--- config.mk ---
export PLATFORM = sky130hd
export DESIGN_NAME = utf8_xml_escaper
export DESIGN_NICKNAME = d
export VERILOG_FILES = /design/src/design/uxe_pkg.sv /design/src/design/utf8_xml_escaper.sv
export SDC_FILE = /design/constraint.sdc
export NUM_CORES = 1
export LEC_CHECK = 0
export BUFFER_PORTS_ARGS = -buffer_cell sky130_fd_sc_hd__buf_2
export CORE_MARGIN = 1
export CORE_UTILIZATION = 50
export DETAILED_ROUTE_END_ITERATION = 6
export HOLD_SLACK_MARGIN = 0.15
export PLACE_DENSITY = 0.69
export SETUP_SLACK_MARGIN = 0.05
export SLEW_MARGIN = 5
export SYNTH_ARGS = -nofsm -noshare
export SYNTH_HDL_FRONTEND = slang
export SYNTH_SLANG_ARGS = --single-unit
--- constraint.sdc ---
create_clock -name i_clk -period 5.19 [get_ports i_clk]
set_clock_uncertainty 0.2 [all_clocks]
set_input_delay 0.2595 -clock i_clk [delete_from_list [all_inputs] [get_ports i_clk]]
set_output_delay 0.2595 -clock i_clk [all_outputs]
set_load 0.01 [all_outputs]
--- src/design/uxe_pkg.sv ---
package uxe_pkg;

    // Field widths fixed by the item format
    localparam int BYTE_W = 8;
    localparam int CP_W   = 21;                 // code point bits
    localparam int DIG_N  = 7;                  // decimal digits of a 21-bit value
    localparam int BCD_W  = 4 * DIG_N;
    localparam int CNT_W  = $clog2(CP_W + 1);
    localparam int NDIG_W = $clog2(DIG_N + 1);

    // Characters
    localparam logic [BYTE_W-1:0] CH_AMP  = 8'h26;  // &
    localparam logic [BYTE_W-1:0] CH_LT   = 8'h3C;  // <
    localparam logic [BYTE_W-1:0] CH_GT   = 8'h3E;  // >
    localparam logic [BYTE_W-1:0] CH_QUOT = 8'h22;  // "
    localparam logic [BYTE_W-1:0] CH_HASH = 8'h23;  // #
    localparam logic [BYTE_W-1:0] CH_SEMI = 8'h3B;  // ;
    localparam logic [BYTE_W-1:0] CH_A    = 8'h61;
    localparam logic [BYTE_W-1:0] CH_G    = 8'h67;
    localparam logic [BYTE_W-1:0] CH_L    = 8'h6C;
    localparam logic [BYTE_W-1:0] CH_M    = 8'h6D;
    localparam logic [BYTE_W-1:0] CH_O    = 8'h6F;
    localparam logic [BYTE_W-1:0] CH_P    = 8'h70;
    localparam logic [BYTE_W-1:0] CH_Q    = 8'h71;
    localparam logic [BYTE_W-1:0] CH_T    = 8'h74;
    localparam logic [BYTE_W-1:0] CH_U    = 8'h75;
    localparam logic [3:0]        DIGIT_HI = 4'h3;  // upper nibble of '0'..'9'

    // Text sequences for escaped ASCII
    localparam logic [2:0] K_PLAIN = 3'd0;
    localparam logic [2:0] K_AMP   = 3'd1;
    localparam logic [2:0] K_LT    = 3'd2;
    localparam logic [2:0] K_GT    = 3'd3;
    localparam logic [2:0] K_QUOT  = 3'd4;

    typedef struct packed {
        logic              action;
        logic [BYTE_W-1:0] in_byte;
    } t_in_item;

    typedef struct packed {
        logic [BYTE_W-1:0] out_byte;
        logic              last_of_run;
    } t_out_item;

    // Index of the final byte of each escape sequence
    function automatic logic [2:0] text_last(input logic [2:0] kind);
        logic [2:0] r;
        case (kind)
            K_AMP:   r = 3'd4;
            K_LT:    r = 3'd3;
            K_GT:    r = 3'd3;
            K_QUOT:  r = 3'd5;
            default: r = 3'd0;
        endcase
        return r;
    endfunction

    // Byte idx of an escape sequence; the leading '&' and trailing ';' are shared
    function automatic logic [BYTE_W-1:0] text_char(input logic [2:0] kind,
                                                    input logic [2:0] idx);
        logic [BYTE_W-1:0] r;
        r = CH_SEMI;
        if (idx == 3'd0) begin
            r = CH_AMP;
        end else begin
            case (kind)
                K_AMP: begin
                    case (idx)
                        3'd1:    r = CH_A;
                        3'd2:    r = CH_M;
                        3'd3:    r = CH_P;
                        default: r = CH_SEMI;
                    endcase
                end
                K_LT: begin
                    case (idx)
                        3'd1:    r = CH_L;
                        3'd2:    r = CH_T;
                        default: r = CH_SEMI;
                    endcase
                end
                K_GT: begin
                    case (idx)
                        3'd1:    r = CH_G;
                        3'd2:    r = CH_T;
                        default: r = CH_SEMI;
                    endcase
                end
                K_QUOT: begin
                    case (idx)
                        3'd1:    r = CH_Q;
                        3'd2:    r = CH_U;
                        3'd3:    r = CH_O;
                        3'd4:    r = CH_T;
                        default: r = CH_SEMI;
                    endcase
                end
                default: r = CH_SEMI;
            endcase
        end
        return r;
    endfunction

endpackage

--- src/design/utf8_xml_escaper.sv ---
// UTF-8 to XML-safe text escaper.
//
// Input channel (i_in_valid / o_in_stall / i_in_data): one byte, or an end-of-string
// marker, per transfer. A zero byte also ends the string and flushes any pending
// multi-byte sequence. Output channel (o_out_valid / i_out_stall / o_out_data): one
// escaped byte per transfer; last_of_run marks the final byte caused by an input.
//
// The block handles one input at a time; o_in_stall is high while it works.
// Plain ASCII: the input byte is held in the text state, then loaded into the output
// register. Escaped & < > " become a named entity of 4 to 6 bytes. A completed UTF-8
// character runs a bit-serial binary-to-BCD converter, drops up to 6 leading zero
// digits one per cycle, then emits &#N; one byte per cycle while the receiver does
// not stall (3 + digit count bytes). Fewer digits mean more trimming. Lead and
// continuation bytes that finish nothing are taken without leaving the idle state.
//
// Output bytes sit in a single output register; while the receiver stalls the
// register holds and emission pauses. Synchronous reset clears the pending
// sequence and drops any output not yet taken.
module utf8_xml_escaper
    import uxe_pkg::*;
(
    input  logic      i_clk,
    input  logic      i_rst_n,
    input  logic      i_in_valid,
    output logic      o_in_stall,
    input  t_in_item  i_in_data,
    output logic      o_out_valid,
    input  logic      i_out_stall,
    output t_out_item o_out_data
);

    localparam logic [2:0] S_IDLE = 3'd0;
    localparam logic [2:0] S_TEXT = 3'd1;   // emit plain byte or named escape
    localparam logic [2:0] S_CONV = 3'd2;   // double-dabble, one bit per cycle
    localparam logic [2:0] S_TRIM = 3'd3;   // drop leading zero digits
    localparam logic [2:0] S_NUM  = 3'd4;   // emit &#N;

    localparam logic [1:0] PH_AMP  = 2'd0;
    localparam logic [1:0] PH_HASH = 2'd1;
    localparam logic [1:0] PH_DIG  = 2'd2;
    localparam logic [1:0] PH_SEMI = 2'd3;

    logic [2:0]        r_state,     n_state;
    logic [1:0]        r_cont_left, n_cont_left;
    logic [CP_W-1:0]   r_cp,        n_cp;
    logic [BCD_W-1:0]  r_bcd,       n_bcd;
    logic [CNT_W-1:0]  r_cnt,       n_cnt;
    logic [NDIG_W-1:0] r_ndig,      n_ndig;
    logic [2:0]        r_kind,      n_kind;
    logic [BYTE_W-1:0] r_char,      n_char;
    logic [2:0]        r_idx,       n_idx;
    logic [1:0]        r_phase,     n_phase;
    logic              r_out_valid, n_out_valid;
    t_out_item         r_out,       n_out;

    logic              in_xfer;
    logic              room;
    logic              emit;
    t_out_item         emit_item;
    logic [BYTE_W-1:0] b;
    logic [BCD_W-1:0]  bcd_adj;

    assign o_in_stall  = (r_state != S_IDLE);
    assign in_xfer     = i_in_valid && !o_in_stall;
    assign room        = !r_out_valid || !i_out_stall;
    assign b           = i_in_data.in_byte;
    assign o_out_valid = r_out_valid;
    assign o_out_data  = r_out;

    // Add 3 to every BCD digit of 5 or more before the shift
    always_comb begin
        for (int d = 0; d < DIG_N; d++) begin
            if (r_bcd[4*d +: 4] >= 4'd5) begin
                bcd_adj[4*d +: 4] = r_bcd[4*d +: 4] + 4'd3;
            end else begin
                bcd_adj[4*d +: 4] = r_bcd[4*d +: 4];
            end
        end
    end

    always_comb begin
        n_state     = r_state;
        n_cont_left = r_cont_left;
        n_cp        = r_cp;
        n_bcd       = r_bcd;
        n_cnt       = r_cnt;
        n_ndig      = r_ndig;
        n_kind      = r_kind;
        n_char      = r_char;
        n_idx       = r_idx;
        n_phase     = r_phase;
        emit        = 1'b0;
        emit_item   = '{out_byte: r_char, last_of_run: 1'b0};

        case (r_state)
            S_IDLE: begin
                if (in_xfer) begin
                    if (i_in_data.action || b == '0) begin
                        // End of string: flush pending sequence
                        n_cont_left = '0;
                        n_cp        = '0;
                    end else if (b[7:6] == 2'b10) begin
                        if (r_cont_left != 2'd0) begin
                            n_cp        = {r_cp[CP_W-7:0], b[5:0]};
                            n_cont_left = r_cont_left - 2'd1;
                            if (r_cont_left == 2'd1) begin
                                // Sequence complete; r_cp shifts out to zero
                                n_bcd   = '0;
                                n_cnt   = CNT_W'(CP_W);
                                n_state = S_CONV;
                            end
                        end
                    end else begin
                        n_cont_left = '0;
                        n_cp        = '0;
                        n_idx       = '0;
                        n_char      = b;
                        if (!b[7]) begin
                            case (b)
                                CH_AMP:  n_kind = K_AMP;
                                CH_LT:   n_kind = K_LT;
                                CH_GT:   n_kind = K_GT;
                                CH_QUOT: n_kind = K_QUOT;
                                default: n_kind = K_PLAIN;
                            endcase
                            n_state = S_TEXT;
                        end else if (b[7:5] == 3'b110) begin
                            n_cont_left = 2'd1;
                            n_cp        = CP_W'(b[4:0]);
                        end else if (b[7:4] == 4'b1110) begin
                            n_cont_left = 2'd2;
                            n_cp        = CP_W'(b[3:0]);
                        end else if (b[7:3] == 5'b11110) begin
                            n_cont_left = 2'd3;
                            n_cp        = CP_W'(b[2:0]);
                        end
                        // invalid lead: drop (stray continuations are dropped above)
                    end
                end
            end

            S_TEXT: begin
                if (room) begin
                    emit = 1'b1;
                    if (r_kind == K_PLAIN) begin
                        emit_item = '{out_byte: r_char, last_of_run: 1'b1};
                        n_state   = S_IDLE;
                    end else begin
                        emit_item.out_byte    = text_char(r_kind, r_idx);
                        emit_item.last_of_run = (r_idx == text_last(r_kind));
                        n_idx                 = r_idx + 3'd1;
                        if (r_idx == text_last(r_kind)) begin
                            n_state = S_IDLE;
                        end
                    end
                end
            end

            S_CONV: begin
                n_bcd = {bcd_adj[BCD_W-2:0], r_cp[CP_W-1]};
                n_cp  = {r_cp[CP_W-2:0], 1'b0};
                n_cnt = r_cnt - CNT_W'(1);
                if (r_cnt == CNT_W'(1)) begin
                    n_ndig  = NDIG_W'(DIG_N);
                    n_state = S_TRIM;
                end
            end

            S_TRIM: begin
                if (r_bcd[BCD_W-1 -: 4] == 4'd0 && r_ndig > NDIG_W'(1)) begin
                    n_bcd  = {r_bcd[BCD_W-5:0], 4'd0};
                    n_ndig = r_ndig - NDIG_W'(1);
                end else begin
                    n_phase = PH_AMP;
                    n_state = S_NUM;
                end
            end

            S_NUM: begin
                if (room) begin
                    emit = 1'b1;
                    case (r_phase)
                        PH_AMP: begin
                            emit_item.out_byte = CH_AMP;
                            n_phase            = PH_HASH;
                        end
                        PH_HASH: begin
                            emit_item.out_byte = CH_HASH;
                            n_phase            = PH_DIG;
                        end
                        PH_DIG: begin
                            emit_item.out_byte = {DIGIT_HI, r_bcd[BCD_W-1 -: 4]};
                            n_bcd              = {r_bcd[BCD_W-5:0], 4'd0};
                            n_ndig             = r_ndig - NDIG_W'(1);
                            if (r_ndig == NDIG_W'(1)) begin
                                n_phase = PH_SEMI;
                            end
                        end
                        default: begin
                            emit_item = '{out_byte: CH_SEMI, last_of_run: 1'b1};
                            n_state   = S_IDLE;
                        end
                    endcase
                end
            end

            default: n_state = S_IDLE;
        endcase
    end

    // Output register: load on emit, drop once taken
    always_comb begin
        n_out_valid = r_out_valid;
        n_out       = r_out;
        if (emit) begin
            n_out_valid = 1'b1;
            n_out       = emit_item;
        end else if (!i_out_stall) begin
            n_out_valid = 1'b0;
        end
    end

    always_ff @(posedge i_clk) begin
        if (!i_rst_n) begin
            r_state     <= S_IDLE;
            r_cont_left <= '0;
            r_cp        <= '0;
            r_out_valid <= 1'b0;
        end else begin
            r_state     <= n_state;
            r_cont_left <= n_cont_left;
            r_cp        <= n_cp;
            r_out_valid <= n_out_valid;
        end
    end

    always_ff @(posedge i_clk) begin
        r_bcd   <= n_bcd;
        r_cnt   <= n_cnt;
        r_ndig  <= n_ndig;
        r_kind  <= n_kind;
        r_char  <= n_char;
        r_idx   <= n_idx;
        r_phase <= n_phase;
        r_out   <= n_out;
    end

    // No sequence is pending while the block is busy with an output
    a_busy_no_pending: assert property (@(posedge i_clk) disable iff (!i_rst_n)
        (r_state != S_IDLE) |-> (r_cont_left == 2'd0))
        else $error("pending sequence while busy");

    // Conversion shifts the whole code point out, leaving it cleared
    a_conv_clears_cp: assert property (@(posedge i_clk) disable iff (!i_rst_n)
        (r_state == S_CONV && r_cnt == CNT_W'(1)) |=> (r_cp == '0))
        else $error("code point not cleared after conversion");

    // At least one digit is always left to emit
    a_digits_left: assert property (@(posedge i_clk) disable iff (!i_rst_n)
        (r_state == S_TRIM || (r_state == S_NUM && r_phase == PH_DIG))
            |-> (r_ndig != '0))
        else $error("digit count ran out");

endmodule
==> results.md <==
* Status: finished, final reports clean
* Drt initial violations at 246
* Pre-CTS WS at about 2600 ps
* Overall power at 2.72 mW
* Prevailing post-synth register cell: edfxtp_1
* Drt pass-1 iters at 5
* Share of layout cells above drive strength 1 at 0.126
* Actual slew at the worst max-slew pin at 1050 ps
* Row count at 37
* Filler cell count in the final layout at between 900 and 1000
* Worst hold path class: in2reg
* Arrival time worst endpoint at 2550 ps
* Rel. slew slack at 0.297
* Req. time, crit path at around 5100 ps
* Commonest non-fill, non-tap cells in the layout: 61 x edfxtp_1, 53 x nor2_1, 52 x o21ai_0
* H-tree levels at 3
* I/O pin cnt at 24
* Asr flop ratio synth at 0
* Worst hold path cell count at 3
* R2R depth at 7
* Final setup viols at 0
* RSZ-0062 raised after global routing: no
* Yosys synthesis warning count at 0
* Largest net degree at the start of global routing at 34
* Most common cell after layout, fill and taps aside: edfxtp_1
* Minimum clock period at about 2600 ps
* Clock Tree Buf Depth at 2
* Clock Sinks at 88
* Reg area at between 2000 and 2500 um^2
* Clk Latency, worst-skew pair at 370 ps
* Synth Net Count at around 600
* Setup bufs post-CTS at 0
* Multi-input logic area at approximately 2700 um^2
* Clk root buf: clkbuf_8
* Num CTS Buffers at 9
* CTS tree: done
* DRC Markers at 0
* Die footprint at ~11000 um^2
* Final Hold Viols at 0
* Grt ovf at 0
* # diodes at 0
* Total of max-cap violations at 0
* Reg clk slew, reported paths at about 90 ps
* Tcrit/Tclk final at 0.505
* Peak Freq at about 380 MHz
* Vias per inst at 5.91
* Pleak at 2.12 nW
* Routability cong. at around 0.9
* Peak supply drop at 0.224 mV
* Hpwl dp at 7.90 mm
* Kind of critical path: reg2reg
* Cell count after synthesis at between 500 and 600
* CP Capture Type: flop
* Total GRT Usage at 0.219
* Die H at about 110 um
* Via count at 4221
* First-pass GRT wire length at roughly 19 mm
* Critical Path Start Type: flop
* Initial Util at 0.516
* Hold slack at 222 ps
* Final WS setup at 2570 ps
* Avg Inst Size Synth at between 9 and 10 um^2
* Vias in the first global route at between 4000 and 5000
* Post-Syn Area at 5350 um^2
* Final WL at 11.5 mm
* Initial antenna violation count at 0
* TNS Setup at 0 ps
* Post-synthesis sequential area ratio at 0.443
* Core Box Area at ~10000 um^2
* Post-route ant nets at 0
* P&R area growth vs syn at 8.75%
* Nets at 617
* Synth cell types at 68
* PostCTS Resize Cnt at 0
* Number of synthesized flops with an enable pin at 61
* Crit Path Max Fanout at 9
* FF+latch count, synth at 88
* Final Slew Violations at 0
* Port bufs at 23
* Drt wl/cell at between 15 and 20 um
* CTS Hold Bufs at 10
* Die Wd at 105 um
* Power per cell area at 467 nW/um^2
==> power breakdown <==
group	internal, mW	total, mW	switching (mW)
Combinational	0.396	1.01	0.616
Sequential	0.993	1.19	0.195
Clock	0.257	0.516	0.259
==> worst max-delay path: stages, from the launching register on <==
cell and delay, ps:
edfxtp_1 500, inv_1 120, ha_1 310, or3_1 140
o21ai_0 120, nor4b_1 470, o21ai_0 180, a221o_1 330
==> worst paths after layout <==
check	from	to	slack (ps)
worst min register to register	r_cont_left[1]	r_cont_left[1]	270
worst max-delay path	r_idx[1]	o_out_data[2]	2570
worst min-delay path	i_out_stall	o_out_valid	220
worst max register to register	r_idx[1]	o_out_data[2]	2570
==> cell type report <==
| class | count | share of cell area |
|---|---|---|
| multi-input combinational | 406 | 0.465 |
| sequential | 88 | 0.408 |
| timing repair buffer | 36 | 0.0409 |
| tap | 136 | 0.0292 |
| clock buffer | 11 | 0.0265 |
| inverter | 32 | 0.0206 |
| clock inverter | 5 | 0.0101 |
==> stage by stage <==
| stage | utilization | instance area [um^2] | std cells |
|---|---|---|---|
| finish | 0.561 | 5820 | 714 |
| global route | 0.561 | 5820 | 714 |
| CTS | 0.561 | 5820 | 714 |
| detailed placement | 0.531 | 5510 | 688 |
| global placement | 0.531 | 5510 | 688 |
| floorplan | - | 5350 | 551 |
==> Yosys cell counts, types with 4 or more instances <==
cell       number  share of area
edfxtp_1       61           0.34
nor2_1         53          0.037
o21ai_0        52          0.049
nand2_1        46          0.032
a21oi_1        34          0.032
ha_1           31          0.072
inv_1          31          0.022
dfxtp_1        27           0.10
nor3_1         16          0.015
nor3b_1        13          0.018
nand2b_1       12          0.014
xnor2_1        11          0.018
nor2b_1        10          0.012
nor3_2         10          0.019
clkbuf_1        9         0.0063
a22oi_1         8          0.011
and2_1          8         0.0094
buf_2           7         0.0065
a221oi_1        6         0.0098
a221oi_2        6          0.017
a22o_1          6         0.0098
a31oi_1         6         0.0070
a211oi_1        5         0.0070
o31ai_1         5         0.0070
a221o_1         4         0.0075
and3_1          4         0.0047
nand3_1         4         0.0037
o2bb2ai_1       4         0.0065
==> cells by family (layout without fill, tap and decap cells) <==
family,after synthesis,in the layout,share of synthesized area
DFF,88,88,0.443
AOI/OAI and AO/OA,159,159,0.202
xor gates and xnor gates,12,12,0.0196
and+or+nand+nor,204,204,0.210
buffers and inverters,57,84,0.0519
adders and majority gates,31,31,0.0725
==> state kept, by name, summed over array words and instances, names as in the netlist, 3 cells and up <==
| signal | flops |
|---|---|
| r_ndig | 3 |
| r_state | 3 |
| r_bcd | 28 |
| r_kind | 3 |
| o_out_data | 9 |
| r_idx | 3 |
| r_char | 8 |
| r_cp | 21 |
| r_cnt | 5 |
==> metal layers <==
layer	GRT usage	vias up	wire [um]
met5	0	-	0
met4	0.0956	0	260
li1	-	2066	-
met1	0.288	2047	5360
met2	0.363	89	5550
met3	0.0254	19	363
Note: power is estimated with default switching activity, not from simulation.
